**src/hdl/sha1_stream_hasher_unit_assert.svh**
```systemverilog
// Assertion macros for the hasher RTL.
`ifndef SHA1_STREAM_HASHER_UNIT_ASSERT_SVH
`define SHA1_STREAM_HASHER_UNIT_ASSERT_SVH

// Same-cycle implication: cons must hold whenever ante holds.
`define SHA1SH_ASSERT_IMP(label, clk, rst, ante, cons, msg) \
   label: assert property (@(posedge clk) disable iff (rst) (ante) |-> (cons)) \
      else $error(msg);

// Next-cycle implication: cons must hold in the cycle after ante.
`define SHA1SH_ASSERT_NEXT(label, clk, rst, ante, cons, msg) \
   label: assert property (@(posedge clk) disable iff (rst) (ante) |=> (cons)) \
      else $error(msg);

`endif

```
**src/hdl/sha1sh_pkg.sv**
```systemverilog
package sha1sh_pkg;

   localparam int unsigned WordWidth    = 32;
   localparam int unsigned DigestWords  = 5;
   localparam int unsigned Rounds       = 80;
   localparam int unsigned BlockBytes   = 64;
   localparam int unsigned LenStartByte = 56;

   typedef logic [WordWidth-1:0]               word_type;
   typedef logic [DigestWords-1:0][WordWidth-1:0] chain_type;
   typedef logic [6:0]                          round_type;
   typedef logic [5:0]                          fill_type;
   typedef logic [60:0]                         count_type;
   typedef logic [2:0]                          widx_type;
   typedef logic [7:0]                          byte_type;

   localparam chain_type H_INIT = {32'hc3d2e1f0, 32'h10325476, 32'h98badcfe,
                                   32'hefcdab89, 32'h67452301};

   localparam word_type K_CH  = 32'h5a827999;
   localparam word_type K_PA1 = 32'h6ed9eba1;
   localparam word_type K_MAJ = 32'h8f1bbcdc;
   localparam word_type K_PA2 = 32'hca62c1d6;

   localparam byte_type PAD_MARK_BYTE = 8'h80;

   typedef enum logic [2:0] {
      ST_IDLE,
      ST_COMPRESS,
      ST_ADD,
      ST_PAD_MARK,
      ST_PAD_ZERO,
      ST_PAD_LEN,
      ST_EMIT
   } state_type;

   typedef struct packed {
      logic     shift_byte;
      logic     expand;
      byte_type byte_in;
   } sched_ctrl_type;

   typedef struct packed {
      logic load;
      logic step;
   } round_ctrl_type;

   function automatic word_type round_k(round_type r);
      word_type k;
      if (r < 7'd20) begin
         k = K_CH;
      end else if (r < 7'd40) begin
         k = K_PA1;
      end else if (r < 7'd60) begin
         k = K_MAJ;
      end else begin
         k = K_PA2;
      end
      return k;
   endfunction

   function automatic word_type round_f(round_type r, word_type b, word_type c,
                                        word_type d);
      word_type f;
      if (r < 7'd20) begin
         f = (b & c) | (~b & d);
      end else if (r < 7'd40) begin
         f = b ^ c ^ d;
      end else if (r < 7'd60) begin
         f = (b & c) | (b & d) | (c & d);
      end else begin
         f = b ^ c ^ d;
      end
      return f;
   endfunction

endpackage

```
**src/hdl/sha1sh_req_if.sv**
```systemverilog
interface sha1sh_req_if;
   logic       valid;
   logic       ready;
   logic [7:0] data_byte;
   logic       byte_valid;
   logic       end_of_message;

   modport source (output valid, output data_byte, output byte_valid,
                   output end_of_message, input ready);
   modport sink (input valid, input data_byte, input byte_valid,
                 input end_of_message, output ready);
endinterface

```
**src/hdl/sha1sh_rsp_if.sv**
```systemverilog
interface sha1sh_rsp_if;
   logic        valid;
   logic        ready;
   logic [31:0] digest_word;
   logic [2:0]  word_index;
   logic        last_word;

   modport source (output valid, output digest_word, output word_index,
                   output last_word, input ready);
   modport sink (input valid, input digest_word, input word_index,
                 input last_word, output ready);
endinterface

```
**src/hdl/sha1sh_sched.sv**
```systemverilog
module sha1sh_sched (
   input  logic                       clock,
   input  sha1sh_pkg::sched_ctrl_type ctrl,
   output sha1sh_pkg::word_type       w_out
);
   import sha1sh_pkg::*;

   localparam int unsigned BlockBits = BlockBytes * 8;

   logic [BlockBits-1:0] block_ff, block_in;
   word_type             mix;
   word_type             w_new;

   always_comb begin
      mix = block_ff[BlockBits-1-32*13 -: 32] ^ block_ff[BlockBits-1-32*8 -: 32] ^
            block_ff[BlockBits-1-32*2 -: 32] ^ block_ff[BlockBits-1 -: 32];
      w_new = {mix[30:0], mix[31]};
      block_in = block_ff;
      if (ctrl.shift_byte) begin
         block_in = {block_ff[BlockBits-9:0], ctrl.byte_in};
      end else if (ctrl.expand) begin
         block_in = {block_ff[BlockBits-33:0], w_new};
      end
   end

   always_ff @(posedge clock) begin
      block_ff <= block_in;
   end

   assign w_out = block_ff[BlockBits-1 -: 32];
endmodule

```
**src/hdl/sha1sh_round.sv**
```systemverilog
module sha1sh_round (
   input  logic                       clock,
   input  sha1sh_pkg::round_ctrl_type ctrl,
   input  sha1sh_pkg::round_type      round,
   input  sha1sh_pkg::word_type       w,
   input  sha1sh_pkg::chain_type      h,
   output sha1sh_pkg::chain_type      v
);
   import sha1sh_pkg::*;

   word_type a_ff, b_ff, c_ff, d_ff, e_ff;
   word_type a_in, b_in, c_in, d_in, e_in;
   word_type t;

   always_comb begin
      t = {a_ff[26:0], a_ff[31:27]} + round_f(round, b_ff, c_ff, d_ff) + e_ff +
          round_k(round) + w;
      a_in = a_ff;
      b_in = b_ff;
      c_in = c_ff;
      d_in = d_ff;
      e_in = e_ff;
      if (ctrl.load) begin
         a_in = h[0];
         b_in = h[1];
         c_in = h[2];
         d_in = h[3];
         e_in = h[4];
      end else if (ctrl.step) begin
         a_in = t;
         b_in = a_ff;
         c_in = {b_ff[1:0], b_ff[31:2]};
         d_in = c_ff;
         e_in = d_ff;
      end
   end

   always_ff @(posedge clock) begin
      a_ff <= a_in;
      b_ff <= b_in;
      c_ff <= c_in;
      d_ff <= d_in;
      e_ff <= e_in;
   end

   assign v = {e_ff, d_ff, c_ff, b_ff, a_ff};
endmodule

```
**src/hdl/sha1_stream_hasher_unit.sv**
```systemverilog
// SHA-1 over a byte stream. Each req beat may carry one message byte; a beat with
// end_of_message set closes the message, and five rsp beats then return the digest,
// most significant word first, after which the unit starts a fresh message. Every
// 64th byte starts the compression: one shared round unit runs one round per cycle,
// so a full block holds req off for the 80 rounds and the fold into the chaining
// value. End of message inserts the padding one byte per cycle, pausing for any
// compression that a full block starts, runs one or two more compressions and
// presents the five digest words; req is not ready until the last digest beat is
// taken.
`include "sha1_stream_hasher_unit_assert.svh"

module sha1_stream_hasher_unit (
   input logic         clock,
   input logic         reset,
   sha1sh_req_if.sink   req_chan,
   sha1sh_rsp_if.source rsp_chan
);
   import sha1sh_pkg::*;

   localparam widx_type  LastWordIdx = widx_type'(DigestWords - 1);
   localparam round_type LastRound   = round_type'(Rounds - 1);
   localparam fill_type  LastFill    = fill_type'(BlockBytes - 1);
   localparam fill_type  LenFill     = fill_type'(LenStartByte);

   state_type state_ff, state_in;
   state_type resume_ff, resume_in;
   round_type round_ff, round_in;
   fill_type  fill_ff, fill_in;
   count_type count_ff, count_in;
   chain_type h_ff, h_in;
   widx_type  widx_ff, widx_in;

   sched_ctrl_type sc;
   round_ctrl_type rc;
   word_type       w;
   chain_type      v;

   logic       put_en;
   byte_type   put_val;
   logic       go_comp;
   logic [63:0] len_bits;
   logic [5:0]  len_base;

   sha1sh_sched u_sched (
      .clock (clock),
      .ctrl  (sc),
      .w_out (w)
   );

   sha1sh_round u_round (
      .clock (clock),
      .ctrl  (rc),
      .round (round_ff),
      .w     (w),
      .h     (h_ff),
      .v     (v)
   );

   always_comb begin
      state_in  = state_ff;
      resume_in = resume_ff;
      round_in  = round_ff;
      fill_in   = fill_ff;
      count_in  = count_ff;
      h_in      = h_ff;
      widx_in   = widx_ff;
      put_en    = 1'b0;
      put_val   = '0;
      go_comp   = 1'b0;
      sc        = '0;
      rc        = '0;
      len_bits  = {count_ff, 3'b000};
      len_base  = {~fill_ff[2:0], 3'b000};
      req_chan.ready = 1'b0;
      rsp_chan.valid = 1'b0;

      unique case (state_ff)
         ST_IDLE: begin
            req_chan.ready = 1'b1;
            if (req_chan.valid) begin
               if (req_chan.byte_valid) begin
                  put_en   = 1'b1;
                  put_val  = req_chan.data_byte;
                  count_in = count_ff + 61'd1;
               end
               if (req_chan.byte_valid && fill_ff == LastFill) begin
                  go_comp   = 1'b1;
                  resume_in = req_chan.end_of_message ? ST_PAD_MARK : ST_IDLE;
               end else if (req_chan.end_of_message) begin
                  state_in = ST_PAD_MARK;
               end
            end
         end
         ST_COMPRESS: begin
            rc.step   = 1'b1;
            sc.expand = 1'b1;
            round_in  = round_ff + 7'd1;
            if (round_ff == LastRound) begin
               round_in = '0;
               state_in = ST_ADD;
            end
         end
         ST_ADD: begin
            for (int i = 0; i < DigestWords; i++) begin
               h_in[i] = h_ff[i] + v[i];
            end
            state_in = resume_ff;
         end
         ST_PAD_MARK: begin
            put_en   = 1'b1;
            put_val  = PAD_MARK_BYTE;
            state_in = ST_PAD_ZERO;
            if (fill_ff == LastFill) begin
               go_comp   = 1'b1;
               resume_in = ST_PAD_ZERO;
            end
         end
         ST_PAD_ZERO: begin
            if (fill_ff == LenFill) begin
               state_in = ST_PAD_LEN;
            end else begin
               put_en = 1'b1;
               if (fill_ff == LastFill) begin
                  go_comp   = 1'b1;
                  resume_in = ST_PAD_ZERO;
               end
            end
         end
         ST_PAD_LEN: begin
            put_en  = 1'b1;
            put_val = len_bits[len_base +: 8];
            if (fill_ff == LastFill) begin
               go_comp   = 1'b1;
               resume_in = ST_EMIT;
            end
         end
         ST_EMIT: begin
            rsp_chan.valid = 1'b1;
            if (rsp_chan.ready) begin
               widx_in = widx_ff + 3'd1;
               if (widx_ff == LastWordIdx) begin
                  widx_in  = '0;
                  h_in     = H_INIT;
                  count_in = '0;
                  fill_in  = '0;
                  state_in = ST_IDLE;
               end
            end
         end
         default: begin
            state_in = ST_IDLE;
         end
      endcase

      if (put_en) begin
         sc.shift_byte = 1'b1;
         sc.byte_in    = put_val;
         fill_in       = fill_ff + 6'd1;
      end
      if (go_comp) begin
         rc.load  = 1'b1;
         round_in = '0;
         state_in = ST_COMPRESS;
      end
   end

   always_ff @(posedge clock) begin
      if (reset) begin
         state_ff  <= ST_IDLE;
         resume_ff <= ST_IDLE;
         round_ff  <= '0;
         fill_ff   <= '0;
         count_ff  <= '0;
         h_ff      <= H_INIT;
         widx_ff   <= '0;
      end else begin
         state_ff  <= state_in;
         resume_ff <= resume_in;
         round_ff  <= round_in;
         fill_ff   <= fill_in;
         count_ff  <= count_in;
         h_ff      <= h_in;
         widx_ff   <= widx_in;
      end
   end

   assign rsp_chan.digest_word = h_ff[widx_ff];
   assign rsp_chan.word_index  = widx_ff;
   assign rsp_chan.last_word   = (widx_ff == LastWordIdx);

   `SHA1SH_ASSERT_IMP(a_digest_on_block_edge, clock, reset,
      rsp_chan.valid, fill_ff == '0,
      "digest shown with a partly filled block")
   `SHA1SH_ASSERT_NEXT(a_chain_restart, clock, reset,
      rsp_chan.valid && rsp_chan.ready && rsp_chan.last_word,
      (h_ff == H_INIT) && (count_ff == '0),
      "chain not restarted after digest")
   `SHA1SH_ASSERT_IMP(a_add_after_rounds, clock, reset,
      state_ff == ST_ADD, $past(round_ff) == LastRound,
      "fold without a full set of rounds")
   `SHA1SH_ASSERT_NEXT(a_byte_advances_fill, clock, reset,
      req_chan.valid && req_chan.ready && req_chan.byte_valid,
      fill_ff == $past(fill_ff) + 6'd1,
      "byte beat did not advance block fill")
endmodule

```
**src/flat_wrapper.sv**
```systemverilog
// flat-port wrapper written by rule: the top's interface ports become plain ports
module sha1_stream_hasher_unit_flat import sha1sh_pkg::*;
  (clock, reset, req_chan_valid, req_chan_data_byte, req_chan_byte_valid, req_chan_end_of_message, req_chan_ready, rsp_chan_valid, rsp_chan_digest_word, rsp_chan_word_index, rsp_chan_last_word, rsp_chan_ready);
  sha1sh_req_if req_chan_i ();
  sha1sh_rsp_if rsp_chan_i ();
  input logic clock;
  input logic reset;
  input wire logic [$bits(req_chan_i.valid)-1:0] req_chan_valid;
  input wire logic [$bits(req_chan_i.data_byte)-1:0] req_chan_data_byte;
  input wire logic [$bits(req_chan_i.byte_valid)-1:0] req_chan_byte_valid;
  input wire logic [$bits(req_chan_i.end_of_message)-1:0] req_chan_end_of_message;
  output wire logic [$bits(req_chan_i.ready)-1:0] req_chan_ready;
  output wire logic [$bits(rsp_chan_i.valid)-1:0] rsp_chan_valid;
  output wire logic [$bits(rsp_chan_i.digest_word)-1:0] rsp_chan_digest_word;
  output wire logic [$bits(rsp_chan_i.word_index)-1:0] rsp_chan_word_index;
  output wire logic [$bits(rsp_chan_i.last_word)-1:0] rsp_chan_last_word;
  input wire logic [$bits(rsp_chan_i.ready)-1:0] rsp_chan_ready;
  assign req_chan_i.valid = req_chan_valid;
  assign req_chan_i.data_byte = req_chan_data_byte;
  assign req_chan_i.byte_valid = req_chan_byte_valid;
  assign req_chan_i.end_of_message = req_chan_end_of_message;
  assign req_chan_ready = req_chan_i.ready;
  assign rsp_chan_valid = rsp_chan_i.valid;
  assign rsp_chan_digest_word = rsp_chan_i.digest_word;
  assign rsp_chan_word_index = rsp_chan_i.word_index;
  assign rsp_chan_last_word = rsp_chan_i.last_word;
  assign rsp_chan_i.ready = rsp_chan_ready;
  sha1_stream_hasher_unit u_core (.clock(clock), .reset(reset), .req_chan(req_chan_i), .rsp_chan(rsp_chan_i));
endmodule
```
**config.mk**
```make
export PLATFORM = sky130hd
export DESIGN_NAME = sha1_stream_hasher_unit_flat
export DESIGN_NICKNAME = d
export VERILOG_FILES = /design/src/hdl/sha1sh_pkg.sv /design/src/hdl/sha1sh_req_if.sv /design/src/hdl/sha1sh_rsp_if.sv /design/src/hdl/sha1sh_sched.sv /design/src/hdl/sha1sh_round.sv /design/src/hdl/sha1_stream_hasher_unit.sv /design/src/flat_wrapper.sv
export VERILOG_INCLUDE_DIRS = /design/src /design/src/hdl
export SDC_FILE = /design/constraint.sdc
export NUM_CORES = 2
export LEC_CHECK = 0
export BUFFER_PORTS_ARGS = -buffer_cell sky130_fd_sc_hd__buf_4
export CELL_PAD_IN_SITES_DETAIL_PLACEMENT = 1
export CELL_PAD_IN_SITES_GLOBAL_PLACEMENT = 2
export CORE_MARGIN = 2
export CORE_UTILIZATION = 30
export DETAILED_ROUTE_END_ITERATION = 16
export GPL_TIMING_DRIVEN = 0
export HOLD_SLACK_MARGIN = 0.15
export PLACE_DENSITY_LB_ADDON = 0.1
export SYNTH_ARGS = -nofsm -noshare
export SYNTH_HDL_FRONTEND = slang
export SYNTH_SLANG_ARGS = --single-unit
```
**constraint.sdc**
```tcl
create_clock -name clock -period 36.4 [get_ports clock]
set_input_delay 3.64 -clock clock [delete_from_list [all_inputs] [get_ports clock]]
set_output_delay 3.64 -clock clock [all_outputs]
set_load 0.01 [all_outputs]
```
==> flow_summary_export.csv <==
group,metric,value,unit
status,status,"completed",
clock_network,insertion_delay,0.75,ns
global_routing,antenna_found_initial,6,
clock_network,cts_root_buf,"clkbuf_16",
critical_path,end_kind,"register",
detailed_routing,vias,41400,
floorplan,num_rows,153,
timing,whs,0.508,ns
synthesis,netlist_instances,5684,
clock_network,cts.htree.levels,3,
placement,gp_congestion,0.939,
floorplan,die_x,423,um
global_routing,grt_pass1_vias,43400,
finish,final_layout_size_suffix_gt1_frac,0.0549,
synthesis,ys_warn_count,0,
detailed_routing,viasPerCell,4.99,
timing,relSlewSlack,0.0387,
detailed_routing,final_antenna_net_count,0,
synthesis,synthArstFlopShare,0,
clock_network,cts_buffer_depth,3,
critical_path,critPathKind,"register to register",
floorplan,initial_core_util,0.302,
timing,fmax,116,MHz
placement,dp_hpwl,166000,um
clock_network,postCtsResizedCells,0,
clock_network,path_clk_slew,0.06,ns
synthesis,synth_seq_cells,915,
placement,placed_cell_area,0.0562,sq mm
clock_network,post_cts_buffers,0,
synthesis,syn-mean-instance-area,9.25,sq um
global_routing,grt_pass1_wl,303000,um
timing,min_period,8.59,ns
finish,fillers,20100,
synthesis,netlist_area,0.0526,sq mm
floorplan,core,0.174,sq mm
detailed_routing,drtIter0Drc,2573,
critical_path,worstPathArrival,9.06,ns
worst_hold_path,hp-class,"register to register",
timing,clock-skew-final,0.0311,ns
floorplan,die-area,0.179,sq mm
timing,finalSetupViolations,0,
critical_path,crit_path_start_kind,"register",
critical_path,crit_fanout,10,
synthesis,ys_seq_area_frac,0.476,
timing,rsz0062_at_grt,"no",
synthesis,synth_ff_type,"edfxtp_1",
run,cap_violations,0,
synthesis,synth_enable_flop_cells,672,
detailed_routing,drcViolationCount,0,
clock_network,cts_inserted_buffers,116,
clock_network,tritoncts,"yes",
timing,slew_violations,0,
timing,hold_viol_final,0,
synthesis,synthesis.nets,6022,
detailed_routing,routed_wl,210000,um
critical_path,required,36.87,ns
detailed_routing,first_pass_iters,7,
global_routing,gr-usage-all-layers,0.232,
placement,portBuffers,51,
finish,final_cells,8287,
placement,dp.cells,8074,
floorplan,chipHeight,423,um
global_routing,grt_overflow,0,
timing,finalSetupTns,0,ns
clock_network,postCtsHoldBufs,0,
floorplan,io_pins,52,
finish,final_area,0.0599,sq mm
clock_network,cts_sinks,915,
finish,final_net_count,6205,
timing,period_share,0.236,
detailed_routing,wl_per_cell,25.4,um
finish,area_delta_synth_final,13.9,%
timing,tightestPinTransition,1.44,ns
synthesis,synthDistinctLibCells,89,
global_routing,grt_max_degree,64,
cell usage after synthesis, types with 99 or more instances:
| cell | instances | area, sq um |
|---|---|---|
| edfxtp_1 | 672 | 20200 |
| a21oi_1 | 244 | 1220 |
| nand2_1 | 1991 | 7470 |
| dfxtp_1 | 243 | 4860 |
| xnor2_1 | 205 | 1800 |
| fa_1 | 125 | 2500 |
| nor2_1 | 253 | 950 |
| xor2_1 | 99 | 867 |
| ha_1 | 199 | 2490 |
| o21ai_0 | 248 | 1240 |
| inv_1 | 306 | 1150 |
| clkbuf_1 | 234 | 878 |
kinds of logic (layout without fill, tap and decap cells):
group | after synthesis | in the layout | share of synthesized area
AOI/OAI and AO/OA | 905 | 905 | 0.109
DFF | 915 | 915 | 0.476
other | 0 | 1 | 0
muxes | 92 | 92 | 0.0283
xor gates and xnor gates | 304 | 304 | 0.0507
adders and majority gates | 324 | 324 | 0.0950
buffers and inverters | 556 | 833 | 0.0400
and+or+nand+nor | 2588 | 2588 | 0.201
cells in the final DEF (no fill, tap or decap), drive strengths merged, types with 12 or more instances in the layout:
| cell type | synthesis | layout |
|---|---|---|
| a211o | 15 | 15 |
| a211oi | 17 | 17 |
| a21o | 78 | 78 |
| a21oi | 244 | 244 |
| a221oi | 20 | 20 |
| a22oi | 30 | 30 |
| a31oi | 25 | 25 |
| and2 | 12 | 12 |
| and3 | 41 | 41 |
| buf | 14 | 79 |
| clkbuf | 234 | 385 |
| clkinv | 2 | 53 |
| dfxtp | 243 | 243 |
| edfxtp | 672 | 672 |
| fa | 125 | 125 |
| ha | 199 | 199 |
| inv | 306 | 307 |
| mux2i | 46 | 46 |
| mux4 | 45 | 45 |
| nand2 | 1994 | 1994 |
| nand2b | 72 | 72 |
| nand3 | 56 | 56 |
| nand4 | 29 | 29 |
| nor2 | 253 | 253 |
| nor2b | 19 | 19 |
| nor3 | 46 | 46 |
| o211ai | 15 | 15 |
| o21a | 26 | 26 |
| o21ai | 257 | 257 |
| o21bai | 27 | 27 |
| o22ai | 49 | 49 |
| o31ai | 14 | 14 |
| or3 | 29 | 29 |
| xnor2 | 205 | 205 |
| xor2 | 99 | 99 |
flip-flops by register name, summed over array words and instances, names as in the netlist, 6 cells and up:
name / count
u_core.count_ff: 61
u_core.round_ff: 7
u_core.u_round.b_ff: 32
u_core.u_round.d_ff: 32
u_core.u_round.e_ff: 32
u_core.u_round.c_ff: 32
u_core.h_ff: 160
u_core.u_round.a_ff: 32
u_core.fill_ff: 6
u_core.u_sched.block_ff: 512
layer usage:
metal | global-route usage | up-vias | part of all wire
met3 | 0.0229 | 233 | 0.031
met2 | 0.402 | 668 | 0.49
met4 | 0.0817 | 0 | 0.036
li1 | - | 19700 | -
met5 | 0 | - | 0
met1 | 0.301 | 20700 | 0.44
cell type report:
class                   instances  area [sq um]  area share
repair buffers                 65           731      0.0122
flip-flops and latches        915         25000       0.418
clock inverters                61           498     0.00832
multi-input cells            4213         25400       0.425
plain buffers                 248           953      0.0159
clock buffers                 151          3140      0.0524
diodes                          1          2.50   0.0000418
well taps                    2325          2910      0.0486
inverters                     308          1160      0.0193
final timing paths:
kind,endpoint,depth (start not counted),slack (ns),startpoint
hold reg to reg,u_core.h_ff[86],2,0.51,u_core.h_ff[86]
setup reg to reg,u_core.u_round.a_ff[23],22,27.81,u_core.round_ff[4]
hold / removal,u_core.h_ff[86],2,0.51,u_core.h_ff[86]
setup / recovery,u_core.u_round.a_ff[23],22,27.81,u_core.round_ff[4]
critical path: stages, from the launching register on:
cell      delay [ns]
dfxtp_1         0.29
clkbuf_1        0.19
a41oi_1         0.47
nand2_1         0.63
nand2_1         0.64
clkinv_1        0.46
clkbuf_1        0.46
a221oi_1        0.55
fa_1            0.54
fa_1            0.53
fa_1            0.53
inv_1           0.04
ha_1            0.36
a21o_1          0.18
a221oi_1        0.25
a21boi_0        0.44
o21ai_1         0.35
a21oi_1         0.24
o21bai_1        0.13
a2111o_1        0.46
a41oi_1         0.28
xnor2_1         0.17
o21ai_0         0.10
metrics by stage:
stage | util | worst slack [ns]
finish | 0.344 | 27.81
CTS | 0.344 | 27.72
global route | 0.344 | 27.52
detailed placement | 0.323 | 27.75
floorplan | - | 19.58
global placement | 0.321 | 10.77
Power is not shown: default switching activity piles up to over one toggle a cycle in this logic, so the estimate is an artifact.
